==> src/rtl/core/dcme_pkg.sv <==
// ----------------------------------------------------------------------------
// dcme_pkg
// Types and constants shared by the drill cycle move expander modules.
// ----------------------------------------------------------------------------
`default_nettype none

package dcme_pkg;

   // Coordinate format: signed micrometres
   localparam int unsigned COORD_BITS = 24;
   localparam int unsigned PECK_BITS  = 23;
   localparam int unsigned KIND_BITS  = 7;
   localparam int unsigned TAG_BITS   = 16;
   localparam int unsigned CSR_IDX_BITS = 3;

   // Canned cycle numbers with special handling
   localparam logic [KIND_BITS-1:0] KIND_PECK = 7'd83;
   localparam logic [KIND_BITS-1:0] KIND_TAP  = 7'd84;
   localparam logic [KIND_BITS-1:0] KIND_BORE = 7'd85;

   // Register indexes of the configuration port
   localparam logic [CSR_IDX_BITS-1:0] CSR_CYCLE_KIND  = 3'd0;
   localparam logic [CSR_IDX_BITS-1:0] CSR_RETRACT_Z   = 3'd1;
   localparam logic [CSR_IDX_BITS-1:0] CSR_REFERENCE_Z = 3'd2;
   localparam logic [CSR_IDX_BITS-1:0] CSR_SAFETY_DIST = 3'd3;
   localparam logic [CSR_IDX_BITS-1:0] CSR_BOTTOM_Z    = 3'd4;
   localparam logic [CSR_IDX_BITS-1:0] CSR_PECK_DEPTH  = 3'd5;

   // Input command codes
   localparam logic CMD_DRILL   = 1'b0;
   localparam logic CMD_SET_POS = 1'b1;

   typedef struct packed {
      logic                          command;
      logic signed [COORD_BITS-1:0]  pos_x;
      logic signed [COORD_BITS-1:0]  pos_y;
      logic signed [COORD_BITS-1:0]  pos_z;
      logic [TAG_BITS-1:0]           tool_size;
      logic [TAG_BITS-1:0]           line_tag;
   } req_payload_type;

   typedef struct packed {
      logic signed [COORD_BITS-1:0]  move_x;
      logic signed [COORD_BITS-1:0]  move_y;
      logic signed [COORD_BITS-1:0]  move_z;
      logic                          is_rapid;
      logic [TAG_BITS-1:0]           tool_out;
      logic [TAG_BITS-1:0]           line_out;
      logic                          peck_overflow;
      logic                          last_move;
   } rsp_payload_type;

   // Controller states
   typedef enum logic [3:0] {
      ST_IDLE,
      ST_SAFE,
      ST_CLEAR,
      ST_PECK,
      ST_BACK,
      ST_FEED,
      ST_RETURN,
      ST_RETRACT,
      ST_FLUSH
   } state_type;

   // Z target of the candidate move
   typedef enum logic [1:0] {
      TGT_SAFE,
      TGT_CLEAR,
      TGT_PECK,
      TGT_BOTTOM
   } target_type;

   // Controller to datapath
   typedef struct packed {
      logic       load;
      logic       set_pos;
      logic       take;
      logic       flush;
      logic       peck_step;
      target_type tgt;
      logic       rapid;
   } cmd_type;

   // Datapath to controller
   typedef struct packed {
      logic skip;
      logic pend_valid;
      logic out_free;
      logic kind_peck;
      logic kind_ret;
      logic peck_active;
      logic peck_more;
   } status_type;

endpackage

`default_nettype wire

==> src/rtl/core/dcme_datapath.sv <==
// ----------------------------------------------------------------------------
// dcme_datapath
// Configuration registers, tool position, hole registers, candidate move
// generation, one-entry lookahead buffer and output register.
// ----------------------------------------------------------------------------
`default_nettype none

module dcme_datapath #(
   parameter int unsigned MAX_PECKS = 30
) (
   input  wire logic                                clock,
   input  wire logic                                reset,
   input  wire dcme_pkg::req_payload_type           req_payload,
   input  wire logic                                csr_valid,
   input  wire logic                                csr_ready,
   input  wire logic [dcme_pkg::CSR_IDX_BITS-1:0]   csr_index,
   input  wire logic [dcme_pkg::COORD_BITS-1:0]     csr_data,
   input  wire dcme_pkg::cmd_type                   cmd,
   output      dcme_pkg::status_type                status,
   output      logic                                rsp_valid,
   input  wire logic                                rsp_stall,
   output      dcme_pkg::rsp_payload_type           rsp_payload
);
   import dcme_pkg::*;

   localparam int unsigned CNT_BITS = $clog2(MAX_PECKS + 1);
   localparam logic [CNT_BITS-1:0] CAP_CNT = CNT_BITS'(MAX_PECKS - 1);

   // Configuration registers
   logic [KIND_BITS-1:0]         kind_ff;
   logic signed [COORD_BITS-1:0] retract_ff;
   logic signed [COORD_BITS-1:0] ref_ff;
   logic signed [COORD_BITS-1:0] safety_ff;
   logic signed [COORD_BITS-1:0] bottom_ff;
   logic [PECK_BITS-1:0]         peck_ff;

   // Tool position
   logic signed [COORD_BITS-1:0] tool_x_ff, tool_y_ff, tool_z_ff;

   // Hole registers
   logic signed [COORD_BITS-1:0] hole_x_ff, hole_y_ff;
   logic [TAG_BITS-1:0]          tool_size_ff, line_ff;
   logic signed [COORD_BITS-1:0] clear_ff;
   logic signed [COORD_BITS-1:0] z_ff, z_in;
   logic [CNT_BITS-1:0]          cnt_ff;
   logic                         ovf_ff;

   // Lookahead and output stage
   rsp_payload_type pend_ff, out_ff;
   logic            pend_valid_ff, out_valid_ff;
   rsp_payload_type pend_last;

   logic signed [COORD_BITS:0]   clear_sum;
   logic signed [COORD_BITS-1:0] clear_sat;
   logic signed [COORD_BITS:0]   peck_diff;
   logic                         peck_below, peck_cap;
   logic signed [COORD_BITS-1:0] cand_z;
   logic                         cand_ovf;
   logic                         out_free;
   rsp_payload_type              cand;

   // Write configuration registers
   always_ff @(posedge clock) begin
      if (reset) begin
         kind_ff    <= KIND_PECK;
         retract_ff <= 24'sd5000;
         ref_ff     <= '0;
         safety_ff  <= 24'sd2000;
         bottom_ff  <= -24'sd10000;
         peck_ff    <= 23'd5000;
      end else if (csr_valid && csr_ready) begin
         unique case (csr_index)
            CSR_CYCLE_KIND:  kind_ff    <= csr_data[KIND_BITS-1:0];
            CSR_RETRACT_Z:   retract_ff <= csr_data;
            CSR_REFERENCE_Z: ref_ff     <= csr_data;
            CSR_SAFETY_DIST: safety_ff  <= csr_data;
            CSR_BOTTOM_Z:    bottom_ff  <= csr_data;
            CSR_PECK_DEPTH:  peck_ff    <= csr_data[PECK_BITS-1:0];
            default: ;
         endcase
      end
   end

   // Saturate the clearance plane
   always_comb begin
      clear_sum = {ref_ff[COORD_BITS-1], ref_ff} + {safety_ff[COORD_BITS-1], safety_ff};
      if (clear_sum[COORD_BITS] != clear_sum[COORD_BITS-1]) begin
         clear_sat = clear_sum[COORD_BITS] ? {1'b1, {(COORD_BITS-1){1'b0}}}
                                           : {1'b0, {(COORD_BITS-1){1'b1}}};
      end else begin
         clear_sat = clear_sum[COORD_BITS-1:0];
      end
   end

   // Next peck depth, clamped to bottom and capped by count
   always_comb begin
      peck_diff  = {z_ff[COORD_BITS-1], z_ff} - $signed({2'b00, peck_ff});
      peck_below = peck_diff < $signed({bottom_ff[COORD_BITS-1], bottom_ff});
      peck_cap   = (cnt_ff == CAP_CNT);
      z_in       = (peck_below || peck_cap) ? bottom_ff : peck_diff[COORD_BITS-1:0];
   end

   // Build the candidate move
   always_comb begin
      case (cmd.tgt)
         TGT_SAFE:   cand_z = retract_ff;
         TGT_CLEAR:  cand_z = clear_ff;
         TGT_PECK:   cand_z = z_in;
         TGT_BOTTOM: cand_z = bottom_ff;
         default:    cand_z = bottom_ff;
      endcase
      cand_ovf = ovf_ff || ((cmd.tgt == TGT_PECK) && peck_cap);
      cand.move_x        = hole_x_ff;
      cand.move_y        = hole_y_ff;
      cand.move_z        = cand_z;
      cand.is_rapid      = cmd.rapid;
      cand.tool_out      = tool_size_ff;
      cand.line_out      = line_ff;
      cand.peck_overflow = cand_ovf;
      cand.last_move     = 1'b0;
   end

   assign out_free = !out_valid_ff || !rsp_stall;

   // Report status
   always_comb begin
      status.skip        = (hole_x_ff == tool_x_ff) && (hole_y_ff == tool_y_ff)
                           && (cand_z == tool_z_ff);
      status.pend_valid  = pend_valid_ff;
      status.out_free    = out_free;
      status.kind_peck   = (kind_ff == KIND_PECK);
      status.kind_ret    = (kind_ff == KIND_TAP) || (kind_ff == KIND_BORE);
      status.peck_active = z_ff > bottom_ff;
      status.peck_more   = z_in > bottom_ff;
   end

   // Track the tool position
   always_ff @(posedge clock) begin
      if (reset) begin
         tool_x_ff <= '0;
         tool_y_ff <= '0;
         tool_z_ff <= '0;
      end else if (cmd.set_pos) begin
         tool_x_ff <= req_payload.pos_x;
         tool_y_ff <= req_payload.pos_y;
         tool_z_ff <= req_payload.pos_z;
      end else if (cmd.take) begin
         tool_x_ff <= hole_x_ff;
         tool_y_ff <= hole_y_ff;
         tool_z_ff <= cand_z;
      end
   end

   // Capture the hole and advance the peck loop
   always_ff @(posedge clock) begin
      if (cmd.load) begin
         hole_x_ff    <= req_payload.pos_x;
         hole_y_ff    <= req_payload.pos_y;
         tool_size_ff <= req_payload.tool_size;
         line_ff      <= req_payload.line_tag;
         clear_ff     <= clear_sat;
         z_ff         <= clear_sat;
      end else if (cmd.peck_step) begin
         z_ff <= z_in;
      end
   end

   always_ff @(posedge clock) begin
      if (reset) begin
         cnt_ff <= '0;
         ovf_ff <= 1'b0;
      end else if (cmd.load) begin
         cnt_ff <= '0;
         ovf_ff <= 1'b0;
      end else if (cmd.peck_step) begin
         cnt_ff <= cnt_ff + 1'b1;
         ovf_ff <= cand_ovf;
      end
   end

   // Hold one move back so the final one can be marked
   always_ff @(posedge clock) begin
      if (reset) begin
         pend_valid_ff <= 1'b0;
      end else if (cmd.take) begin
         pend_valid_ff <= 1'b1;
      end else if (cmd.flush) begin
         pend_valid_ff <= 1'b0;
      end
   end

   always_ff @(posedge clock) begin
      if (cmd.take) begin
         pend_ff <= cand;
      end
   end

   // Mark the buffered move as the final one of the hole
   always_comb begin
      pend_last           = pend_ff;
      pend_last.last_move = 1'b1;
   end

   // Output register
   always_ff @(posedge clock) begin
      if (reset) begin
         out_valid_ff <= 1'b0;
      end else if ((cmd.take && pend_valid_ff) || cmd.flush) begin
         out_valid_ff <= 1'b1;
      end else if (!rsp_stall) begin
         out_valid_ff <= 1'b0;
      end
   end

   always_ff @(posedge clock) begin
      if (cmd.take && pend_valid_ff) begin
         out_ff <= pend_ff;
      end else if (cmd.flush) begin
         out_ff <= pend_last;
      end
   end

   assign rsp_valid   = out_valid_ff;
   assign rsp_payload = out_ff;

   // Moving a buffered move out never overwrites an unread one
   a_take_room: assert property (@(posedge clock) disable iff (reset)
      (cmd.take && pend_valid_ff) |-> out_free)
      else $error("dcme_datapath: move pushed into busy output register");

   a_flush_ok: assert property (@(posedge clock) disable iff (reset)
      cmd.flush |-> (pend_valid_ff && out_free && !cmd.take))
      else $error("dcme_datapath: flush without a buffered move or room");

   a_cnt_cap: assert property (@(posedge clock) disable iff (reset)
      cmd.peck_step |=> (cnt_ff <= CNT_BITS'(MAX_PECKS)))
      else $error("dcme_datapath: peck count beyond cap");

endmodule

`default_nettype wire

==> src/rtl/core/dcme_ctrl.sv <==
// ----------------------------------------------------------------------------
// dcme_ctrl
// Sequencer for the canned cycle: walks the move list of one hole and
// decides when a candidate move is skipped, buffered or flushed.
// ----------------------------------------------------------------------------
`default_nettype none

module dcme_ctrl (
   input  wire logic                  clock,
   input  wire logic                  reset,
   input  wire logic                  req_valid,
   input  wire logic                  req_command,
   output      logic                  req_stall,
   input  wire dcme_pkg::status_type  status,
   output      dcme_pkg::cmd_type     cmd
);
   import dcme_pkg::*;

   state_type state_ff, state_in;
   logic      go;
   logic      accept;

   // A step may advance when its move is skipped or can be buffered
   assign go     = status.skip || !status.pend_valid || status.out_free;
   assign accept = req_valid && (state_ff == ST_IDLE);

   always_ff @(posedge clock) begin
      if (reset) begin
         state_ff <= ST_IDLE;
      end else begin
         state_ff <= state_in;
      end
   end

   // Next state
   always_comb begin
      state_in = state_ff;
      unique case (state_ff)
         ST_IDLE: begin
            if (accept && (req_command == CMD_DRILL)) state_in = ST_SAFE;
         end
         ST_SAFE: begin
            if (go) state_in = ST_CLEAR;
         end
         ST_CLEAR: begin
            if (go) state_in = status.kind_peck ? ST_PECK : ST_FEED;
         end
         ST_PECK: begin
            if (!status.peck_active) begin
               state_in = status.kind_ret ? ST_RETURN : ST_RETRACT;
            end else if (go) begin
               if (status.peck_more) state_in = ST_BACK;
               else state_in = status.kind_ret ? ST_RETURN : ST_RETRACT;
            end
         end
         ST_BACK: begin
            if (go) state_in = ST_PECK;
         end
         ST_FEED: begin
            if (go) state_in = status.kind_ret ? ST_RETURN : ST_RETRACT;
         end
         ST_RETURN: begin
            if (go) state_in = ST_RETRACT;
         end
         ST_RETRACT: begin
            if (go) state_in = ST_FLUSH;
         end
         ST_FLUSH: begin
            if (!status.pend_valid || status.out_free) state_in = ST_IDLE;
         end
         default: state_in = ST_IDLE;
      endcase
   end

   // Outputs
   always_comb begin
      cmd           = '0;
      cmd.tgt       = TGT_SAFE;
      cmd.rapid     = 1'b1;
      req_stall     = (state_ff != ST_IDLE);
      unique case (state_ff)
         ST_IDLE: begin
            cmd.load    = accept && (req_command == CMD_DRILL);
            cmd.set_pos = accept && (req_command == CMD_SET_POS);
         end
         ST_SAFE: begin
            cmd.tgt  = TGT_SAFE;
            cmd.take = go && !status.skip;
         end
         ST_CLEAR: begin
            cmd.tgt  = TGT_CLEAR;
            cmd.take = go && !status.skip;
         end
         ST_PECK: begin
            cmd.tgt       = TGT_PECK;
            cmd.rapid     = 1'b0;
            cmd.take      = status.peck_active && go && !status.skip;
            cmd.peck_step = status.peck_active && go;
         end
         ST_BACK: begin
            cmd.tgt  = TGT_CLEAR;
            cmd.take = go && !status.skip;
         end
         ST_FEED: begin
            cmd.tgt   = TGT_BOTTOM;
            cmd.rapid = 1'b0;
            cmd.take  = go && !status.skip;
         end
         ST_RETURN: begin
            cmd.tgt   = TGT_CLEAR;
            cmd.rapid = 1'b0;
            cmd.take  = go && !status.skip;
         end
         ST_RETRACT: begin
            cmd.tgt  = TGT_SAFE;
            cmd.take = go && !status.skip;
         end
         ST_FLUSH: begin
            cmd.flush = status.pend_valid && status.out_free;
         end
         default: ;
      endcase
   end

   // Input is taken only between holes
   a_load_idle: assert property (@(posedge clock) disable iff (reset)
      (cmd.load || cmd.set_pos) |-> (state_ff == ST_IDLE))
      else $error("dcme_ctrl: item taken while a hole is in progress");

   a_load_next: assert property (@(posedge clock) disable iff (reset)
      cmd.load |=> (state_ff == ST_SAFE))
      else $error("dcme_ctrl: hole did not start with the safe rapid");

   a_flush_idle: assert property (@(posedge clock) disable iff (reset)
      cmd.flush |=> (state_ff == ST_IDLE))
      else $error("dcme_ctrl: flush did not end the hole");

endmodule

`default_nettype wire

==> src/rtl/core/drill_cycle_move_expander_unit.sv <==
// Throughput: one move per cycle while the consumer keeps up; the sequencer steps
// one candidate move per cycle while it can be skipped or buffered, and the next item
// waits until the hole's last move leaves the lookahead stage.
// Reset: synchronous, active high; configuration registers return to their documented values and
// the tool position to zero.
// ----------------------------------------------------------------------------
// drill_cycle_move_expander_unit
// Expands a hole request into the moves of a G81 to G85 style canned cycle,
// with peck drilling for kind 83, and keeps the current tool position.
// ----------------------------------------------------------------------------
`default_nettype none

module drill_cycle_move_expander_unit #(
   parameter int unsigned MAX_PECKS = 30
) (
   input  wire logic                               clock,
   input  wire logic                               reset,
   input  wire logic                               req_valid,
   output      logic                               req_stall,
   input  wire dcme_pkg::req_payload_type          req_payload,
   output      logic                               rsp_valid,
   input  wire logic                               rsp_stall,
   output      dcme_pkg::rsp_payload_type          rsp_payload,
   input  wire logic                               csr_valid,
   output      logic                               csr_ready,
   input  wire logic [dcme_pkg::CSR_IDX_BITS-1:0]  csr_index,
   input  wire logic [dcme_pkg::COORD_BITS-1:0]    csr_data
);
   import dcme_pkg::*;

   cmd_type    cmd;
   status_type status;

   // Configuration writes are always taken
   assign csr_ready = 1'b1;

   dcme_ctrl u_ctrl (
      .clock       (clock),
      .reset       (reset),
      .req_valid   (req_valid),
      .req_command (req_payload.command),
      .req_stall   (req_stall),
      .status      (status),
      .cmd         (cmd)
   );

   dcme_datapath #(
      .MAX_PECKS (MAX_PECKS)
   ) u_datapath (
      .clock       (clock),
      .reset       (reset),
      .req_payload (req_payload),
      .csr_valid   (csr_valid),
      .csr_ready   (csr_ready),
      .csr_index   (csr_index),
      .csr_data    (csr_data),
      .cmd         (cmd),
      .status      (status),
      .rsp_valid   (rsp_valid),
      .rsp_stall   (rsp_stall),
      .rsp_payload (rsp_payload)
   );

endmodule

`default_nettype wire
==> config.mk <==
export PLATFORM = sky130hd
export DESIGN_NAME = drill_cycle_move_expander_unit
export DESIGN_NICKNAME = d
export VERILOG_FILES = /design/src/rtl/core/dcme_pkg.sv /design/src/rtl/core/dcme_datapath.sv /design/src/rtl/core/dcme_ctrl.sv /design/src/rtl/core/drill_cycle_move_expander_unit.sv
export SDC_FILE = /design/constraint.sdc
export NUM_CORES = 1
export LEC_CHECK = 0
export ABC_CLOCK_PERIOD_IN_PS = 36300
export BUFFER_PORTS_ARGS = -buffer_cell sky130_fd_sc_hd__buf_2
export CORE_UTILIZATION = 58
export DETAILED_ROUTE_END_ITERATION = 8
export PLACE_DENSITY = 0.75
export RECOVER_POWER = 50
export SLEW_MARGIN = 20
export SYNTH_ARGS = -nofsm -noshare
export SYNTH_HDL_FRONTEND = slang
export SYNTH_HIERARCHICAL = 1
export SYNTH_SLANG_ARGS = --single-unit
==> constraint.sdc <==
create_clock -name clock -period 36.3 [get_ports clock]
set_input_delay 5.445 -clock clock [delete_from_list [all_inputs] [get_ports clock]]
set_output_delay 5.445 -clock clock [all_outputs]
set_load 0.05 [all_outputs]
==> flow_summary.ini <==
[logic_synthesis]
syn_area_um2 = 25700
synthMuxAreaShare = 0.0488
yosys-top-cells-count = edfxtp_1 (341), nand2_1 (319), a21oi_1 (251)
synth_edf_count = 341
yosysTopAreaCellShare = 0.399
synthTopCellsByArea = edfxtp_1 (40%), dfxtp_1 (16%), ha_1 (5.8%)
synthAdderAreaFrac = 0.0631
syn_inst = 2373
dominantRegCellSynth = edfxtp_1
synth_compound_area_frac = 0.120
yosys.area.top_type = edfxtp_1
synth_top_family_by_area = simple AND/OR/NAND/NOR gates
syn_area_per_cell_um2 = 10.8
async_flop_share = 0
synth_xor_area_frac = 0.0402
synth-seq-cells = 551
netlist-cell-type-count = 89
ys_warn_count = 6
yosysMostFrequentCell = edfxtp_1
yosys.area_share.simple = 0.132
ys_seq_area_frac = 0.562

[floorplanning]
core-area_um2 = 43400
die_area_um2 = 45100
die_x_um = 212
start_util = 0.592
die_h_um = 212
ioPinCount = 247
fp-row-count = 76

[global_routing]
track_usage = 0.320
grt_pass1_vias = 18300
grt_max_degree = 113
grt_pass1_wl_um = 108000
grt-ovfl-total = 0
grt_antenna_before_repair = 6

[run_status]
violations = max-capacitance violations, max-slew violations
status = complete, but fails checks

[detailed_routing]
postRouteAntennaNets = 0
first_pass_iters = 5
post_drt_wl_per_cell_um = 22.5
vias_per_cell = 5.93
wl_um = 72500
vias = 19100
drc = 0
drtIter0Drc = 1703

[critical_path]
worstSetupEndpointType = register
arrival_ps = 12720
cp-start-kind = input port
path_max_fanout = 112
required_ps = 36590
r2r_slack_ps = 25880
critical_path_class = input port to register

[finish]
drive_above_1_share = 0.0932
area_delta_synth_final_pct = 12.8
fin_area_um2 = 29000
multiInputGateArea_um2 = 10400
nets = 2842
fillers = 3420
seq_area_um2 = 14400

[clock_tree]
h-tree-depth = 2
ctsHoldBuffers = 0
clockRootBuffer = clkbuf_16
cts_resized = 0
ctsLongestPathBuffers = 3
cts.sinks = 551
tritoncts = built
cts_setup_buffers = 0
clock_latency_ps = 620
cts_inserted_buffers = 55
cts.clk_slew.worst_paths_ps = 60

[sta]
rsz0062_at_grt = false
clock-skew-final_ps = 13.1
timing.fmax_mhz = 80.4
finalWorstSetupSlack_ps = 23860
fin_tns_setup_ps = 0
finalSetupViolCount = 0
worstMarginPinSlew_ps = 5670
max_slew_margin = -2.78
hold_viol_final = 0
post-route-period-util = 0.343
slew_viol_final = 376
period_needed_ps = 12440

[worst_hold_path]
hp-class = register to register

[power_and_ir_drop]
powerDensity_nw_per_um2 = 53.4
peakVddDrop_mv = 0.0424
p_total_mw = 1.55
leakage_nw = 11.0

[placed_design]
placed_cell_area_um2 = 27400
portBuffers = 245
pre_cts_ws_ps = 27150
gp_congestion = 0.967
dp_hpwl_um = 52500

[flow_run]
max_cap_violations = 7
## logic make-up after synthesis
logic type | count (synthesis)
adder cells (fa/ha/maj) | 130
AND/OR/NAND/NOR | 752
AO/OA/AOI/OAI | 495
other | 1
XOR/XNOR | 118
flip-flops | 551
multiplexers | 111
buffers and inverters | 215
## cell type report
type / instances / area share
antenna: 3 / 0.000259
clock buffer: 75 / 0.0522
clock inverter: 28 / 0.0102
inverter: 100 / 0.0130
multi-input combinational: 1609 / 0.360
sequential: 551 / 0.499
tap: 585 / 0.0253
timing repair buffer: 266 / 0.0403
## layout by cell type (no fill, tap or decap), types with 48 or more instances in the layout
master,synthesis,routed
mux2i_1,82,82
ha_1,120,120
dfxtp_1,210,210
xor2_1,70,70
clkbuf_16,0,56
a21oi_1,251,250
inv_1,98,98
clkbuf_1,88,171
nor2_1,230,226
nand2_1,319,318
buf_2,3,97
edfxtp_1,341,341
xnor2_1,48,48
o21ai_0,54,55
## flip-flops by register name (all words and copies together), names as in the netlist
| signal | count |
|---|---|
| u_ctrl/state_ff | 4 |
| u_datapath/bottom_ff | 24 |
| u_datapath/clear_ff | 24 |
| u_datapath/cnt_ff | 5 |
| u_datapath/hole_x_ff | 24 |
| u_datapath/hole_y_ff | 24 |
| u_datapath/kind_ff | 7 |
| u_datapath/line_ff | 16 |
| u_datapath/ovf_ff | 1 |
| u_datapath/peck_ff | 23 |
| u_datapath/pend_ff | 106 |
| u_datapath/pend_valid_ff | 1 |
| u_datapath/ref_ff | 24 |
| u_datapath/retract_ff | 24 |
| u_datapath/rsp_payload | 107 |
| u_datapath/rsp_valid | 1 |
| u_datapath/safety_ff | 24 |
| u_datapath/tool_size_ff | 16 |
| u_datapath/tool_x_ff | 24 |
| u_datapath/tool_y_ff | 24 |
| u_datapath/tool_z_ff | 24 |
| u_datapath/z_ff | 24 |
## report_power, final
group          leakage, nW  switching [mW]  internal, mW
sequential            4.82          0.0243         0.716
clock                0.869           0.244         0.323
combinational         5.30           0.158        0.0812
## critical path, stage by stage
cell and delay (ps):
clkbuf_1 3880, clkbuf_1 3010, a211oi_1 30, nand3_1 250, o31ai_1 90
## routing by layer
metal  track usage  routed length (µm)  part of all wire
met2         0.528               34100              0.47
met4         0.170                3900             0.054
met1         0.404               29300              0.40
met3        0.0530                5210             0.072
met5             0                  44           0.00061
## path summary, 6_finish.rpt
| kind | to | cells after the start | start |
|---|---|---|---|
| max | u_ctrl/state_ff[0] | 5 | reset |
| min | u_datapath/rsp_payload[42] | 0 | u_datapath/pend_ff[42] |
| max reg2reg | u_datapath/tool_z_ff[11] | 32 | u_datapath/z_ff[0] |
| min reg2reg | u_datapath/rsp_payload[42] | 0 | u_datapath/pend_ff[42] |
## through the flow
stage | std cells | utilization | hold slack, ps
final | 3217 | 0.668 | 414
after global routing | 3215 | 0.668 | 414
after CTS | 3214 | 0.673 | 412
after detailed placement | 3111 | 0.632 | 405
after global placement | 3111 | 0.632 | 400
after floorplan | 2375 | - | 400
Note: power is estimated with default switching activity, not from simulation.
